## config.mk

```make
export PLATFORM = sky130hd
export DESIGN_NAME = offset_moving_average_minmax
export DESIGN_NICKNAME = d
export VERILOG_FILES = /design/src/rtl/omamm_pkg.sv /design/src/rtl/omamm_ring.sv /design/src/rtl/offset_moving_average_minmax.sv
export SDC_FILE = /design/constraint.sdc
export NUM_CORES = 2
export LEC_CHECK = 0
export BUFFER_PORTS_ARGS = -buffer_cell sky130_fd_sc_hd__clkbuf_2
export CAP_MARGIN = 40
export CORE_MARGIN = 5
export CORE_UTILIZATION = 45
export DETAILED_ROUTE_END_ITERATION = 6
export HOLD_SLACK_MARGIN = 0.05
export PLACE_DENSITY = 0.61
export SYNTH_ARGS = -nofsm -noshare
export SYNTH_HDL_FRONTEND = slang
export SYNTH_SLANG_ARGS = --single-unit
export TNS_END_PERCENT = 10
```

## constraint.sdc

```tcl
create_clock -name clk_i -period 15.5 [get_ports clk_i]
set_clock_uncertainty 0.1 [all_clocks]
set_input_delay 3.1 -clock clk_i [delete_from_list [all_inputs] [get_ports clk_i]]
set_output_delay 3.1 -clock clk_i [all_outputs]
set_load 0.05 [all_outputs]
```

## src/rtl/omamm_pkg.sv

```systemverilog
// shared types and constants of the offset moving average block
package omamm_pkg;

  localparam int unsigned SAMPLE_W      = 16;
  localparam int unsigned WINDOW_DEF    = 16;
  localparam int unsigned CAL_COUNT_DEF = 100;
  // dividend width of the shared reciprocal divider, covers WINDOW up to 256
  localparam int unsigned DIV_W         = 24;

  localparam logic signed [SAMPLE_W-1:0] RAW_MAX   = 16'sh7fff;
  localparam logic signed [SAMPLE_W-1:0] RAW_MIN   = 16'sh8000;
  localparam logic signed [SAMPLE_W-1:0] MIN_RESET = 16'sh7fff;

  typedef enum logic {
    ACT_CAL  = 1'b0,
    ACT_MEAS = 1'b1
  } action_e;

  typedef struct packed {
    action_e                     action;
    logic signed [SAMPLE_W-1:0]  sample;
  } in_t;

  typedef struct packed {
    logic signed [SAMPLE_W-1:0]  smoothed;
    logic signed [SAMPLE_W-1:0]  raw_value;
    logic        [SAMPLE_W-2:0]  peak_high;
    logic signed [SAMPLE_W-1:0]  peak_low;
    logic signed [SAMPLE_W-1:0]  zero_offset;
    logic                        cal_done;
  } out_t;

endpackage

```

## src/rtl/omamm_ring.sv

```systemverilog
// sample ring memory with registered read data and per-entry valid bits
module omamm_ring #(
  parameter int unsigned DEPTH = omamm_pkg::WINDOW_DEF
) (
  input  logic                          clk_i,
  input  logic                          rst_ni,
  input  logic                          rd_en_i,
  input  logic [$clog2(DEPTH)-1:0]      rd_addr_i,
  output logic [omamm_pkg::SAMPLE_W-1:0] rd_data_o,
  input  logic                          wr_en_i,
  input  logic [$clog2(DEPTH)-1:0]      wr_addr_i,
  input  logic [omamm_pkg::SAMPLE_W-1:0] wr_data_i
);

  logic [omamm_pkg::SAMPLE_W-1:0] mem_q [DEPTH];
  logic [omamm_pkg::SAMPLE_W-1:0] rdata_q;
  logic [DEPTH-1:0]               valid_q;
  logic                           rvalid_q;

  always_ff @(posedge clk_i) begin
    if (wr_en_i) begin
      mem_q[wr_addr_i] <= wr_data_i;
    end
    if (rd_en_i) begin
      rdata_q <= mem_q[rd_addr_i];
    end
  end

  always_ff @(posedge clk_i or negedge rst_ni) begin
    if (!rst_ni) begin
      valid_q  <= '0;
      rvalid_q <= 1'b0;
    end else begin
      if (wr_en_i) begin
        valid_q[wr_addr_i] <= 1'b1;
      end
      if (rd_en_i) begin
        rvalid_q <= valid_q[rd_addr_i];
      end
    end
  end

  // never written entries read as zero
  assign rd_data_o = rvalid_q ? rdata_q : '0;

endmodule

```

## src/rtl/offset_moving_average_minmax.sv

```systemverilog
// top level: zero-offset calibration, moving average and peak tracking
//
// Input channel in_valid_i/in_ready_o carries one sample, tagged as
// calibration or measurement. Output channel out_valid_o/out_ready_i returns
// exactly one result per input transfer, in order.
// From input transfer to output valid an item passes ring read, sum/peak
// update with ring write-back, absolute value, reciprocal multiply, and shift
// and sign fix-up into the output register. Throughput is one item per cycle
// while the receiver keeps up. A calibration item that closes a run holds
// in_ready_o low until its offset has passed the shared reciprocal multiplier
// and is written, so that following measurements use it.
// Each stage moves on when the stage after it is empty or moving, so the
// block keeps taking items into empty stages while the receiver stalls; a
// full pipeline with a stalled output drops in_ready_o.
// Reset clears the running sums, peaks, offset and calibration progress; the
// ring reads as all zeros through per-entry valid bits, so no clearing pass
// is needed and items are taken right after reset.
module offset_moving_average_minmax #(
  parameter int unsigned WINDOW    = omamm_pkg::WINDOW_DEF,
  parameter int unsigned CAL_COUNT = omamm_pkg::CAL_COUNT_DEF
) (
  input  logic             clk_i,
  input  logic             rst_ni,
  input  logic             in_valid_i,
  output logic             in_ready_o,
  input  omamm_pkg::in_t   in_data_i,
  output logic             out_valid_o,
  input  logic             out_ready_i,
  output omamm_pkg::out_t  out_data_o
);

  localparam int unsigned W      = omamm_pkg::SAMPLE_W;
  localparam int unsigned DW     = omamm_pkg::DIV_W;
  localparam int unsigned AW     = $clog2(WINDOW);
  localparam int unsigned SUM_W  = W + $clog2(WINDOW);
  localparam int unsigned CAL_W  = W + $clog2(CAL_COUNT);
  localparam int unsigned CNT_W  = $clog2(CAL_COUNT + 1);
  localparam int unsigned PROD_W = 2 * DW + 1;
  localparam int unsigned SH_WIN = DW + $clog2(WINDOW);
  localparam int unsigned SH_CAL = DW + $clog2(CAL_COUNT);
  localparam logic [63:0] M_WIN_FULL =
    ((64'd1 << SH_WIN) + 64'(WINDOW) - 64'd1) / 64'(WINDOW);
  localparam logic [63:0] M_CAL_FULL =
    ((64'd1 << SH_CAL) + 64'(CAL_COUNT) - 64'd1) / 64'(CAL_COUNT);
  localparam logic [DW:0] M_WIN = M_WIN_FULL[DW:0];
  localparam logic [DW:0] M_CAL = M_CAL_FULL[DW:0];

  typedef struct packed {
    omamm_pkg::action_e      action;
    logic signed [W-1:0]     sample;
    logic                    done;
    logic [AW-1:0]           slot;
    logic signed [CAL_W-1:0] cal_sum;
  } s1_t;

  typedef struct packed {
    logic                meas;
    logic                done;
    logic signed [W-1:0] raw;
    logic signed [W-1:0] maxv;
    logic signed [W-1:0] minv;
  } info_t;

  // control and state
  logic                    s1_v_q, s2_v_q, s3_v_q, s4_v_q, out_v_q;
  logic                    pending_q;
  logic [AW-1:0]           slot_q;
  logic signed [SUM_W-1:0] win_sum_q;
  logic signed [CAL_W-1:0] cal_acc_q;
  logic [CNT_W-1:0]        cal_cnt_q;
  logic signed [W-1:0]     offset_q;
  logic signed [W-1:0]     max_q;
  logic signed [W-1:0]     min_q;
  logic signed [W-1:0]     last_raw_q;
  logic signed [W-1:0]     last_mean_q;

  // payload
  s1_t                     s1_q;
  info_t                   s2_q, s3_q, s4_q;
  logic signed [DW-1:0]    s2_val_q;
  logic [DW-1:0]           s3_abs_q;
  logic                    s3_neg_q, s4_neg_q;
  logic [PROD_W-1:0]       s4_prod_q;
  omamm_pkg::out_t         out_q;

  logic en_out, en4, en3, en2, en1;
  logic accept, s1_move, s4_move;

  assign en_out = !out_v_q || out_ready_i;
  assign en4    = !s4_v_q || en_out;
  assign en3    = !s3_v_q || en4;
  assign en2    = !s2_v_q || en3;
  assign en1    = !s1_v_q || en2;

  assign in_ready_o = en1 && !pending_q;
  assign accept     = in_valid_i && in_ready_o;
  assign s1_move    = s1_v_q && en2;
  assign s4_move    = s4_v_q && en_out;

  // calibration accumulate at transfer
  logic signed [CAL_W-1:0] cal_sum;
  logic [CNT_W-1:0]        cal_cnt_inc;
  logic                    cal_close;
  logic                    is_meas_in;

  assign is_meas_in  = (in_data_i.action == omamm_pkg::ACT_MEAS);
  assign cal_sum     = cal_acc_q + CAL_W'(in_data_i.sample);
  assign cal_cnt_inc = cal_cnt_q + CNT_W'(1);
  assign cal_close   = (cal_cnt_inc == CNT_W'(CAL_COUNT));

  // ring memory
  logic [W-1:0]        ring_rdata;
  logic                ring_we;
  logic signed [W-1:0] raw_new;

  assign ring_we = s1_move && (s1_q.action == omamm_pkg::ACT_MEAS);

  omamm_ring #(
    .DEPTH (WINDOW)
  ) u_ring (
    .clk_i     (clk_i),
    .rst_ni    (rst_ni),
    .rd_en_i   (accept && is_meas_in),
    .rd_addr_i (slot_q),
    .rd_data_o (ring_rdata),
    .wr_en_i   (ring_we),
    .wr_addr_i (s1_q.slot),
    .wr_data_i (raw_new)
  );

  // offset subtraction, running sum and peaks
  logic signed [W:0]       diff;
  logic signed [W-1:0]     old_val;
  logic signed [SUM_W-1:0] sum_new;
  logic signed [W-1:0]     max_new;
  logic signed [W-1:0]     min_new;
  info_t                   s2_d;

  assign diff    = $signed({s1_q.sample[W-1], s1_q.sample})
                 - $signed({offset_q[W-1], offset_q});
  assign raw_new = (diff[W] != diff[W-1]) ?
                   (diff[W] ? omamm_pkg::RAW_MIN : omamm_pkg::RAW_MAX) : diff[W-1:0];
  assign old_val = $signed(ring_rdata);
  assign sum_new = win_sum_q - SUM_W'(old_val) + SUM_W'(raw_new);
  assign max_new = (raw_new > max_q) ? raw_new : max_q;
  assign min_new = (raw_new < min_q) ? raw_new : min_q;

  always_comb begin
    s2_d.meas = (s1_q.action == omamm_pkg::ACT_MEAS);
    s2_d.done = s1_q.done;
    if (s2_d.meas) begin
      s2_d.raw  = raw_new;
      s2_d.maxv = max_new;
      s2_d.minv = min_new;
    end else begin
      s2_d.raw  = last_raw_q;
      s2_d.maxv = max_q;
      s2_d.minv = min_q;
    end
  end

  // reciprocal divider tail
  logic [PROD_W-1:0] q_win, q_cal;
  logic [W:0]        q_mag, q_sgn;
  omamm_pkg::out_t   out_d;

  assign q_win = s4_prod_q >> SH_WIN;
  assign q_cal = s4_prod_q >> SH_CAL;
  assign q_mag = s4_q.meas ? q_win[W:0] : q_cal[W:0];
  assign q_sgn = s4_neg_q ? (~q_mag + (W+1)'(1)) : q_mag;

  always_comb begin
    out_d.smoothed    = s4_q.meas ? $signed(q_sgn[W-1:0]) : last_mean_q;
    out_d.raw_value   = s4_q.raw;
    out_d.peak_high   = s4_q.maxv[W-2:0];
    out_d.peak_low    = s4_q.minv;
    out_d.zero_offset = s4_q.done ? $signed(q_sgn[W-1:0]) : offset_q;
    out_d.cal_done    = s4_q.done;
  end

  always_ff @(posedge clk_i or negedge rst_ni) begin
    if (!rst_ni) begin
      s1_v_q      <= 1'b0;
      s2_v_q      <= 1'b0;
      s3_v_q      <= 1'b0;
      s4_v_q      <= 1'b0;
      out_v_q     <= 1'b0;
      pending_q   <= 1'b0;
      slot_q      <= '0;
      win_sum_q   <= '0;
      cal_acc_q   <= '0;
      cal_cnt_q   <= '0;
      offset_q    <= '0;
      max_q       <= '0;
      min_q       <= omamm_pkg::MIN_RESET;
      last_raw_q  <= '0;
      last_mean_q <= '0;
    end else begin
      if (en1)    s1_v_q  <= accept;
      if (en2)    s2_v_q  <= s1_v_q;
      if (en3)    s3_v_q  <= s2_v_q;
      if (en4)    s4_v_q  <= s3_v_q;
      if (en_out) out_v_q <= s4_v_q;

      if (accept) begin
        if (is_meas_in) begin
          slot_q <= (slot_q == AW'(WINDOW - 1)) ? '0 : slot_q + AW'(1);
        end else if (cal_close) begin
          cal_acc_q <= '0;
          cal_cnt_q <= '0;
          pending_q <= 1'b1;
        end else begin
          cal_acc_q <= cal_sum;
          cal_cnt_q <= cal_cnt_inc;
        end
      end

      if (ring_we) begin
        win_sum_q  <= sum_new;
        last_raw_q <= raw_new;
        max_q      <= max_new;
        min_q      <= min_new;
      end

      if (s4_move) begin
        if (s4_q.meas) begin
          last_mean_q <= $signed(q_sgn[W-1:0]);
        end
        if (s4_q.done) begin
          offset_q  <= $signed(q_sgn[W-1:0]);
          pending_q <= 1'b0;
        end
      end
    end
  end

  always_ff @(posedge clk_i) begin
    if (en1 && accept) begin
      s1_q.action  <= in_data_i.action;
      s1_q.sample  <= in_data_i.sample;
      s1_q.done    <= !is_meas_in && cal_close;
      s1_q.slot    <= slot_q;
      s1_q.cal_sum <= cal_sum;
    end
    if (s1_move) begin
      s2_q     <= s2_d;
      s2_val_q <= s2_d.meas ? DW'(sum_new) : DW'(s1_q.cal_sum);
    end
    if (en3 && s2_v_q) begin
      s3_q     <= s2_q;
      s3_neg_q <= s2_val_q[DW-1];
      s3_abs_q <= s2_val_q[DW-1] ? (~s2_val_q + DW'(1)) : s2_val_q;
    end
    if (en4 && s3_v_q) begin
      s4_q      <= s3_q;
      s4_neg_q  <= s3_neg_q;
      s4_prod_q <= PROD_W'(s3_abs_q) * PROD_W'(s3_q.meas ? M_WIN : M_CAL);
    end
    if (s4_move) begin
      out_q <= out_d;
    end
  end

  assign out_valid_o = out_v_q;
  assign out_data_o  = out_q;

endmodule

```

==> impl_metrics.toml <==
[die]
rows = 112
ios = 103
die_x_um = 316.2
initial_core_util_pct = 45.28
placeableCoreArea_um2 = 93190
die_area_um2 = 99990
dieHeight_um = 316.2

[sta]
slew_violations = 0
hold_viol_final = 0
fin_crit_ns = 8.811
maxSlewHeadroom_pct = 42.65
rsz0062_at_grt = "false"
max_freq_mhz = 113.5
setup_viol = 0
finalCritPeriodShare_pct = 56.85
hold_slack_ns = 0.3073
fin_tns_setup_ns = 0
tightest_slew_ns = 0.8602

[critical_path]
r2r-start = "s3_q[49]"
cp_common_cell = "fa_1"
worstPathMaxFanout = 28
crit_path_cell_trace = "nor2b_1 > fa_1 > fa_1 > inv_1 > fa_1 > inv_1 > fa_1 > fa_1 > fa_1 > inv_1 > fa_1 > inv_1 > ha_1 > nand4_1 > nor4_1 > nand4_1 > o31ai_1 > o21ai_0 > a31oi_1 > a311o_1 > a2111o_1 > o211ai_1"
worst_ep_arrival_time_ns = 9.06
slowest_stage = "edfxtp_1"
required_ns = 15.75
crit_start = "s3_q[49]"
timing_worst_setup_path_type = "flop to flop"
reg2reg_slack_ns = 6.69
startpoint_type = "flop"
cp_slowest_stage_delay_ns = 0.75
crit_path_end_kind = "flop"

[drt]
wl_met1_mm = 42.57
vias_per_cell = 5.287
drt_iter0_markers = 1539
first_pass_iters = 5
drcViolationCount = 0
wl_mm = 97.48
vias = 23890
wl_met2_mm = 48.81
wl_per_cell_um = 21.57
routed.top_layer = "met5"
antenna_left = 0
dr_wl_met3_mm = 3.587

[place]
io_buffer_count = 102
post_dp_cell_area_um2 = 44610
hpwl_mm = 71.23
place.gp.congestion = 0.8975

[logic_synthesis]
synth_area_per_cell_um2 = 13.95
synth_compound_area_share_pct = 5.483
synth.cell_area_um2 = 42190
synth_cells = 3024
yosysWarnings = 0
synth_area_leaders = "edfxtp_1 44%, ha_1 10%, fa_1 10%"
synth_top_flop_cell = "edfxtp_1"
synthXorXnorAreaFrac_pct = 2.337
synth_top_area_share_pct = 43.55
synth_fp_nets = 3607
synth_top_family_by_area = "adder cells"
yosysSeqAreaShare_pct = 52.91
synth-simple-area-share_pct = 5.655
synth_edf_count = 612
async_reset_ff_share_pct = 20.42
synth_cell_type_count = 82
synth_top_cell_by_area = "edfxtp_1"
synthAdderAreaFrac_pct = 20.51
synth_mux_area_share_pct = 8.763
synth-seq-cells = 769

[cells_and_area]
final_common_cell = "edfxtp_1"
area_delta_synth_final_pct = 12.16
diodes = 0
final_nets = 3783
final_util_pct = 50.78
drive_above_1_share_pct = 17.76
fin_area_um2 = 47320
final_cell_mix = "612 x edfxtp_1, 405 x inv_1, 347 x ha_1, 215 x fa_1, 167 x nand2_1"

[cts]
clkTransAtPathRegs_ns = 0.07
clockBufferDepth = 3
clkLatencyLatePin_ns = 0.65
cts_setup_buffers = 0
cts_tree = "built"
cts_hold_buf = 0
cts_buffers = 79
cts_resized = 0
htreeDepth = 3
clkSinkCount = 769
cts-root-buf = "clkbuf_16"

[grt]
grt_usage_pct = 19.80
overflow = 0
antenna_found_initial = 2
grt_max_degree = 63
grt_pass1_wl_mm = 151.7
grt_pass1_vias = 25740

[status]
outcome = "finished, final reports clean"

[hold_path]
min-delay-start = "s3_q[19]"
min_path_type = "flop to flop"

[job]
maxCapViolCount = 0
[Yosys cell counts (6+ instances only)]
library cell and n:
a2111oi_0 6, a21o_1 30, a21oi_1 93, a22o_1 14
a31oi_1 14, and2_1 7, buf_1 8, buf_2 11
clkbuf_1 47, dfrtp_1 142, dfstp_2 15, edfxtp_1 612
fa_1 215, ha_1 347, inv_1 407, mux2_2 138
mux2i_1 20, mux4_2 85, nand2_1 167, nand2b_1 34
nand3_1 25, nand4_1 18, nor2_1 111, nor2b_1 26
nor3_1 36, o211ai_1 7, o21a_1 38, o21ai_0 94
o31ai_1 10, or2_2 26, or3_1 13, xnor2_1 77
xor2_1 33
[cell type report]
cell class,instances,area (um2)
clock buffers,96,2123
clock inverters,50,595.6
fillers,7922,45870
inverters,409,1538
multi-input cells,1777,18100
flip-flops and latches,769,22330
well taps,1254,1569
repair buffers,164,1067
[layer usage]
metal / GRT usage, % / up-vias
met5: 0 / -
met4: 5.289 / 2
met3: 2.425 / 134
met2: 34.33 / 448
met1: 26.70 / 12180
li1: - / 11130
[through the flow]
step / cells / setup slack, ns
CTS: 4519 / 6.571
floorplan: 3024 / 8.061
global route: 4519 / 6.254
detailed placement: 4373 / 6.584
finish: 4519 / 6.689
global placement: 4362 / 6.752
[worst max-delay path: cells and delay by family, from the launching register on]
| kind | cells | cell delay (ns) |
|---|---|---|
| DFF | 1 | 0.75 |
| and+or+nand+nor | 4 | 1.49 |
| buffers and inverters | 4 | 0.20 |
| AOI/OAI and AO/OA | 6 | 1.97 |
| adders and majority gates | 8 | 4.00 |
[worst paths after layout]
| path | depth (start not counted) | end |
|---|---|---|
| min in group asynchronous | 1 | u_ring.valid_q[14] |
| max in group asynchronous | 2 | slot_q[0] |
| worst min register to register | 0 | out_d[36] |
| worst max register to register | 22 | s4_prod_q[46] |
| worst max-delay path | 22 | s4_prod_q[46] |
| worst min-delay path | 0 | out_d[36] |
[registers in the layout (all words and copies together) (netlist names), 20 cells and up, named ones only]
signal        count
s2_q             49
out_data_o       80
u_ring.mem_q    256
s3_q             49
s1_q             45
win_sum_q        20
cal_acc_q        23
s2_val_q         23
out_d            48
s3_abs_q         24
[kinds of logic (layout without fill, tap and decap cells)]
family | Yosys count | after routing
AOI/OAI and AO/OA | 360 | 360
buffers and inverters | 478 | 719
xor gates and xnor gates | 111 | 111
adders and majority gates | 563 | 563
and+or+nand+nor | 497 | 497
DFF | 769 | 769
muxes | 245 | 245
other | 1 | 1
Power is not shown: default switching activity piles up to over one toggle a cycle in this logic, so the estimate is an artifact.
